## src/hw/rtl/ppce_pkg.sv

```systemverilog
// Package for the planar plot cache engine: shared types, codes and
// address helpers. Used by every module of the block but ppce_ram.
package ppce_pkg;

  localparam int RAM_ADDR_BITS = 17;
  localparam int RAM_DEPTH     = 1 << RAM_ADDR_BITS;

  localparam logic [1:0] OP_PLOT     = 2'd0;
  localparam logic [1:0] OP_READ_PIX = 2'd1;
  localparam logic [1:0] OP_HOST_WR  = 2'd2;
  localparam logic [1:0] OP_HOST_RD  = 2'd3;

  localparam logic [2:0] REG_BPP    = 3'd0;
  localparam logic [2:0] REG_HEIGHT = 3'd1;
  localparam logic [2:0] REG_OBJ    = 3'd2;
  localparam logic [2:0] REG_BASE   = 3'd3;
  localparam logic [2:0] REG_OPAQUE = 3'd4;
  localparam logic [2:0] REG_DITHER = 3'd5;
  localparam logic [2:0] REG_FREEZE = 3'd6;

  typedef struct packed {
    logic [1:0] bpp_mode;
    logic [1:0] height_mode;
    logic       obj_layout;
    logic [7:0] frame_base;
    logic       plot_opaque_zero;
    logic       dither_on;
    logic       freeze_high;
  } cfg_t;

  // One classified item as it sits in the queue
  typedef struct packed {
    logic [1:0]               op;
    logic                     skip;
    logic [7:0]               px;
    logic [7:0]               py;
    logic [7:0]               color;
    logic [RAM_ADDR_BITS-1:0] addr;
    logic [7:0]               wdata;
  } item_t;

  typedef struct packed {
    logic [7:0] read_data;
    logic [4:0] bytes_written;
  } result_t;

  // Highest plane index: 1, 3 or 7
  function automatic logic [2:0] plane_max(input logic [1:0] bpp);
    case (bpp)
      2'd0:    plane_max = 3'd1;
      2'd1:    plane_max = 3'd3;
      default: plane_max = 3'd7;
    endcase
  endfunction

  function automatic logic [9:0] tile_index(input cfg_t c, input logic [7:0] x,
                                            input logic [7:0] y);
    logic [9:0] xg;
    logic [9:0] yg;
    logic [1:0] lay;
    xg  = {2'b00, x & 8'hF8};
    yg  = {5'd0, y[7:3]};
    lay = c.obj_layout ? 2'd3 : c.height_mode;
    case (lay)
      2'd1:    tile_index = (xg << 1) + (xg >> 1) + yg;
      2'd2:    tile_index = (xg << 1) + xg + yg;
      2'd3:    tile_index = {y[7], x[7], y[6:3], x[6:3]};
      default: tile_index = (xg << 1) + yg;
    endcase
  endfunction

  // Address of plane 0 of the row that holds pixel (x, y)
  function automatic logic [RAM_ADDR_BITS-1:0] row_base(input cfg_t c,
                                                       input logic [7:0] x,
                                                       input logic [7:0] y);
    logic [19:0] t;
    logic [19:0] sum;
    t = {10'd0, tile_index(c, x, y)};
    case (c.bpp_mode)
      2'd0:    t = t << 4;
      2'd1:    t = t << 5;
      default: t = t << 6;
    endcase
    sum = ({12'd0, c.frame_base} << 10) + t + {16'd0, y[2:0], 1'b0};
    row_base = sum[RAM_ADDR_BITS-1:0];
  endfunction

  function automatic logic [RAM_ADDR_BITS-1:0] plane_off(input logic [2:0] p);
    plane_off = RAM_ADDR_BITS'({p[2:1], 3'b000, p[0]});
  endfunction

endpackage

```

## src/hw/rtl/ppce_front.sv

```systemverilog
// Front part: classifies input items and queues them (two entries).
// Depends on ppce_pkg.
module ppce_front (
  input  logic           clk,
  input  logic           rst_n,
  input  ppce_pkg::cfg_t cfg,
  input  logic           in_valid,
  output logic           in_ready,
  input  ppce_pkg::item_t in_item,
  output logic           q_valid,
  input  logic           q_pop,
  output ppce_pkg::item_t q_item
);
  import ppce_pkg::*;

  item_t       slot_r [2];
  logic        wr_ptr_r, wr_ptr_nxt;
  logic        rd_ptr_r, rd_ptr_nxt;
  logic [1:0]  cnt_r, cnt_nxt;
  item_t       cls;
  logic [7:0]  tcol;
  logic [7:0]  mask;
  logic        push;

  // Dither uses the raw color; transparency the freeze-masked one
  always_comb begin
    cls  = in_item;
    tcol = cfg.freeze_high ? (in_item.color & 8'h0F) : in_item.color;
    case (cfg.bpp_mode)
      2'd0:    mask = 8'h03;
      2'd1:    mask = 8'h0F;
      default: mask = 8'hFF;
    endcase
    cls.skip = !cfg.plot_opaque_zero && ((tcol & mask) == 8'h00);
    if (cfg.dither_on && !cfg.bpp_mode[1]) begin
      cls.color = (in_item.px[0] ^ in_item.py[0]) ? (in_item.color >> 4)
                                                  : (in_item.color & 8'h0F);
    end
  end

  assign in_ready = (cnt_r != 2'd2);
  assign push     = in_valid && in_ready;
  assign q_valid  = (cnt_r != 2'd0);
  assign q_item   = slot_r[rd_ptr_r];

  always_comb begin
    wr_ptr_nxt = wr_ptr_r ^ push;
    rd_ptr_nxt = rd_ptr_r ^ q_pop;
    cnt_nxt    = cnt_r + {1'b0, push} - {1'b0, q_pop};
  end

  always_ff @(posedge clk) begin
    if (!rst_n) begin
      wr_ptr_r <= 1'b0;
      rd_ptr_r <= 1'b0;
      cnt_r    <= 2'd0;
    end else begin
      wr_ptr_r <= wr_ptr_nxt;
      rd_ptr_r <= rd_ptr_nxt;
      cnt_r    <= cnt_nxt;
    end
    if (push) begin
      slot_r[wr_ptr_r] <= cls;
    end
  end

`ifndef NO_ASSERTIONS
  a_no_pop_empty: assert property (@(posedge clk) disable iff (!rst_n)
    q_pop |-> cnt_r != 2'd0) else $error("pop from empty queue");
  a_cnt_range: assert property (@(posedge clk) disable iff (!rst_n)
    cnt_r != 2'd3) else $error("queue count overflow");
  a_full_stall: assert property (@(posedge clk) disable iff (!rst_n)
    (cnt_r == 2'd2 && !q_pop) |=> cnt_r == 2'd2) else $error("full queue lost entry");
`endif
endmodule

```

## config.mk

```make
export PLATFORM = sky130hd
export DESIGN_NAME = ppce_front
export DESIGN_NICKNAME = d
export VERILOG_FILES = /design/src/hw/rtl/ppce_pkg.sv /design/src/hw/rtl/ppce_front.sv
export SDC_FILE = /design/constraint.sdc
export NUM_CORES = 1
export LEC_CHECK = 0
export ABC_CLOCK_PERIOD_IN_PS = 2200
export BUFFER_PORTS_ARGS = -buffer_cell sky130_fd_sc_hd__buf_4
export CAP_MARGIN = 40
export CORE_AREA = 2 2 120 87
export DETAILED_ROUTE_END_ITERATION = 10
export DIE_AREA = 0 0 122 89
export PLACE_DENSITY = 0.71
export RECOVER_POWER = 50
export SYNTH_ARGS = -nofsm -noshare
export SYNTH_HDL_FRONTEND = slang
export SYNTH_SLANG_ARGS = --single-unit
```

## constraint.sdc

```tcl
create_clock -name clk -period 2.2 [get_ports clk]
set_clock_uncertainty 0.15 [all_clocks]
set_input_delay 0.44 -clock clk [delete_from_list [all_inputs] [get_ports clk]]
set_output_delay 0.44 -clock clk [all_outputs]
set_load 0.005 [all_outputs]
```

---- Word level (Yosys, flattened, before mapping) ----
Memories as Yosys holds them, arrays and structs flattened. A register that Yosys moved wholly into a read port is not among the register bits.
Index checks and enable logic that the tools add are counted.
storage, ports and cells
  logic and storage cells ................. 27
  RAM bits ................................ 104
  bits of input ports ..................... 72
  memories ................................ 1
  output and inout port bits .............. 54
  flip-flop bits (word level) ............. 4
operators by class
  bitwise gates (word level) .............. 4
  reduce and logical (&&, ||, !) cells .... 8
  add/subtract/negate cells ............... 2
  muxes and demuxes ....................... 7
  equality and inequality tests ........... 2
memories
  name    depth  width  rd ports  clocked after Yosys merged registers in  write ports  RTL line          RTL
  slot_r  2      52     1         1                                        1            ppce_front.sv:16  item_t slot_r [2];
operators with widths
  operator                                                               count
  8-bit two-way mux                                                      2
  8-bit case mux with 2 select lines                                     1
  8-bit bitwise AND                                                      1
  8-bit logical NOT                                                      1
  4-bit two-way mux                                                      1
  1-bit logical AND                                                      3
  1-bit two-way mux                                                      3
  1-bit bitwise XOR                                                      3
  2-bit by 1-bit adder with 2-bit output                                 1
  2-bit by 1-bit equality test with 1-bit output, second input constant  1
  1-bit logical NOT                                                      2
  2-bit logical NOT                                                      1
  2-bit != test, second input constant                                   1
  2-bit nonzero test                                                     1
  2-bit by 1-bit subtractor with 2-bit output                            1

---- Longest topological paths before layout ----
  word-level depth ........................ 5
  gate-level depth with buffers ........... 8
  gate-level depth less buffers ........... 8

---- Worst setup path before layout ----
Ideal clock, no wire load.
  kind .................................... reg-to-reg
  start ................................... register cnt_r[0]
  end ..................................... memory slot_r[1][0] (netlist name), enable pin
  cell stages (with the launch flop) ...... 5
  library setup time ...................... 0.415 ns
  setup slack ............................. -0.240 ns
  data arrival time ....................... 1.875 ns
  path buffers ............................ 0
  required time ........................... 1.635 ns
  period minus slack after synthesis ...... 2.440 ns
  cells stage by stage .................... dfxtp_1 > nand2b_1 > nand2_1 > inv_1 > ha_1
on the way
  cells in the longest elaborated chain, start to end .. 4
RTL lines
  element                                  RTL line          RTL
  start, declared                          ppce_front.sv:19  logic [1:0] cnt_r, cnt_nxt;
  start signal, assigned                   ppce_front.sv:60  cnt_r <= cnt_nxt;
  2-bit != test                            ppce_front.sv:41  assign in_ready = (cnt_r != 2'd2);
  named net in_ready                       ppce_front.sv:8   output logic in_ready,
  1-bit logical AND                        ppce_front.sv:42  assign push = in_valid && in_ready;
  1-bit two-way mux                        ppce_front.sv:62  if (push) begin
  1-bit two-way mux (not written as such)  ppce_front.sv:63  slot_r[wr_ptr_r] <= cls;
  end, declared                            ppce_front.sv:16
The timed path passes the listed nets, and every way through them passes these cells.

==> reports/results.ini <==
[cells_and_area]
fin_util_pct=56.48
seq_area_um2=3227
postLayoutCellArea_um2=5406
layout-drive-gt1-share_pct=55.96
area_growth_pct=29.92
fillers=781
multi_input_area_um2=845.8
nets=399
diodes=0

[critical_path]
startpoint_type=register
cp_max_fo=28
path_class=reg -> out
critPathRequiredTime_ps=1610
cp-end-kind=output port
arrival_ps=1510

[detailed_routing]
drt-met1-wl_um=2968
wl_per_cell_um=15.65
met2_length_um=3373
route.antenna.remaining_nets=0
highest_layer=met4
drc=0
firstDrtPassIters=5
drt-initial-drc-count=123
wl_met3_um=692
vias_per_cell=4.767
drt_wl_total_um=7119
num_vias=2169

[logic_synthesis]
synth-edff-count=104
synth_cell_types=21
synthCells=201
ys_ff_latch=109
netlist_area_um2=4161
synth_area_per_cell_um2=20.70
syn_nets=277
synth_ff_type=edfxtp_1
ys_seq_area_share_pct=77.45
async_flop_share_pct=0
ys_warn_count=0

[timing]
layout_setup_ws_ps=101.1
max_freq_mhz=476.4
maxSlewViolCount=0
tightest_slew_ps=791.4
tns_ps=0
finalSetupViolCount=0
fin_crit_sh_pct=95.41
fin_crit_ps=2099
hold_slack_ps=157.1
max_slew_margin_pct=47.24
finalHoldViolCount=0
grt_setup_unrepaired=no

[die]
die_h_um=89
die_x_um=122
rows=30
die-area_um2=10860
ios=126
fp.coreArea_um2=9572
start_util_pct=43.48

[clocking]
numCtsBuffers=9
cts_tree=done
root_buffer=clkbuf_16
ctsHoldBuffers=0
clk_path_buf_depth=2
h-tree-depth=3
clk_latency_ps=330
clk_pin_slew_ps=70
cts_sinks=109

[grt]
antenna_found_initial=0
grt_pass1_wl_um=10820
grt_pass1_vias=2147
gr-total-overflow=0
grt_start_max_net_pins=53
grt.total_usage_pct=13.74

[placement]
place_ws_ps=375.0
gp_congestion=0.7083
hpwl_um=4645
placed_area_um2=5189
io_buffers=113

[outcome]
status=completed

[min_path]
hp-class=in -> reg

[power_and_ir_drop]
ir_worst_vdd_mv=0.5981
leakage_nw=2.013
powerDensity_nw_per_um2=975.9

[flow_run]
maxCapViolations=0

## power by group
group	total, mW	internal, mW	switching [mW]
Clock	1.55	0.875	0.675
Combinational	0.987	0.542	0.446
Sequential	2.74	2.66	0.0767
## synthesized netlist by cell type, types with 3 or more instances
library cell	number	share of area [%]
inv_1	4	0.36
ha_1	4	1.2
and2_1	4	0.60
and2_2	4	0.72
buf_6	6	1.6
edfxtp_1	104	75
dfxtp_1	5	2.4
mux2_4	4	1.4
mux2_2	52	14
xnor2_1	3	0.63
## what timing repair did
item,4_1_cts,5_1_grt
setup buffers,0,0
endpoints found under the setup margin,0,24
gates resized for setup,0,1
## worst paths after layout
| path | start | end | slack, ps | depth (start not counted) |
|---|---|---|---|---|
| worst min-delay path | in_item[9] | slot_r[1][9] | 160 | 1 |
| worst max-delay path | register | q_item[15] | 100 | 3 |
| worst min register to register | wr_ptr_r | wr_ptr_r | 410 | 3 |
| worst max register to register | cnt_r[0] | slot_r[1][23] | 230 | 5 |
## per-layer routing
metal  vias up  track usage, %
li1       1016               -
met1      1060           16.76
met5         -               0
met3        10           6.250
met4         0           4.702
met2        83           21.99
## logic make-up (layout without fill, tap and decap cells)
logic type	count (synthesis)	count (layout)	synth area share, %
AO/OA/AOI/OAI	2	2	0.3910
XOR/XNOR	4	4	0.8420
adder cells (fa/ha/maj)	4	4	1.203
buffers and inverters	10	136	1.984
flip-flops	109	109	77.45
multiplexers	56	56	15.51
AND/OR/NAND/NOR	16	16	2.616
## layout by cell type, fill, tap and decap left out, types with 2 or more instances in the layout
cell / netlist / final
mux2_1: 0 / 2
mux2_4: 4 / 4
clkinv_2: 0 / 2
mux2_2: 52 / 50
buf_12: 0 / 2
and2_2: 4 / 4
edfxtp_1: 104 / 104
ha_1: 4 / 4
clkbuf_16: 0 / 9
and2_0: 0 / 2
and2_1: 4 / 2
clkbuf_4: 0 / 38
inv_1: 4 / 4
clkinvlp_4: 0 / 2
clkbuf_1: 0 / 9
dfxtp_1: 5 / 4
nand2b_1: 1 / 2
buf_4: 0 / 68
xnor2_1: 3 / 3
## metrics by stage
stage	cells	total power, mW
3_3_place_gp	440	3.806
6_report	455	5.276
2_1_floorplan	201	3.277
3_5_place_dp	440	3.838
5_1_grt	455	5.556
4_1_cts	455	5.411
## final cells by class
cell class              instances  share of cell area [%]
well taps                     128                   2.962
inverters                       4                  0.2777
clock buffers                   9                   4.166
repair buffers                117                   16.08
clock inverters                 6                   1.180
flip-flops and latches        109                   59.69
multi-input cells              82                   15.64
## sequential cells by signal, summed over array words and instances, names as in the netlist, named ones only
| name | flops |
|---|---|
| rd_ptr_r | 1 |
| slot_r | 104 |
| wr_ptr_r | 1 |
| cnt_r | 2 |
## worst max-delay path, cell delays in order (launching register included)
cell	delay, ps
dfxtp_4	440
buf_12	220
mux2_2	360
buf_4	140
Note: power is estimated with default switching activity, not from simulation.
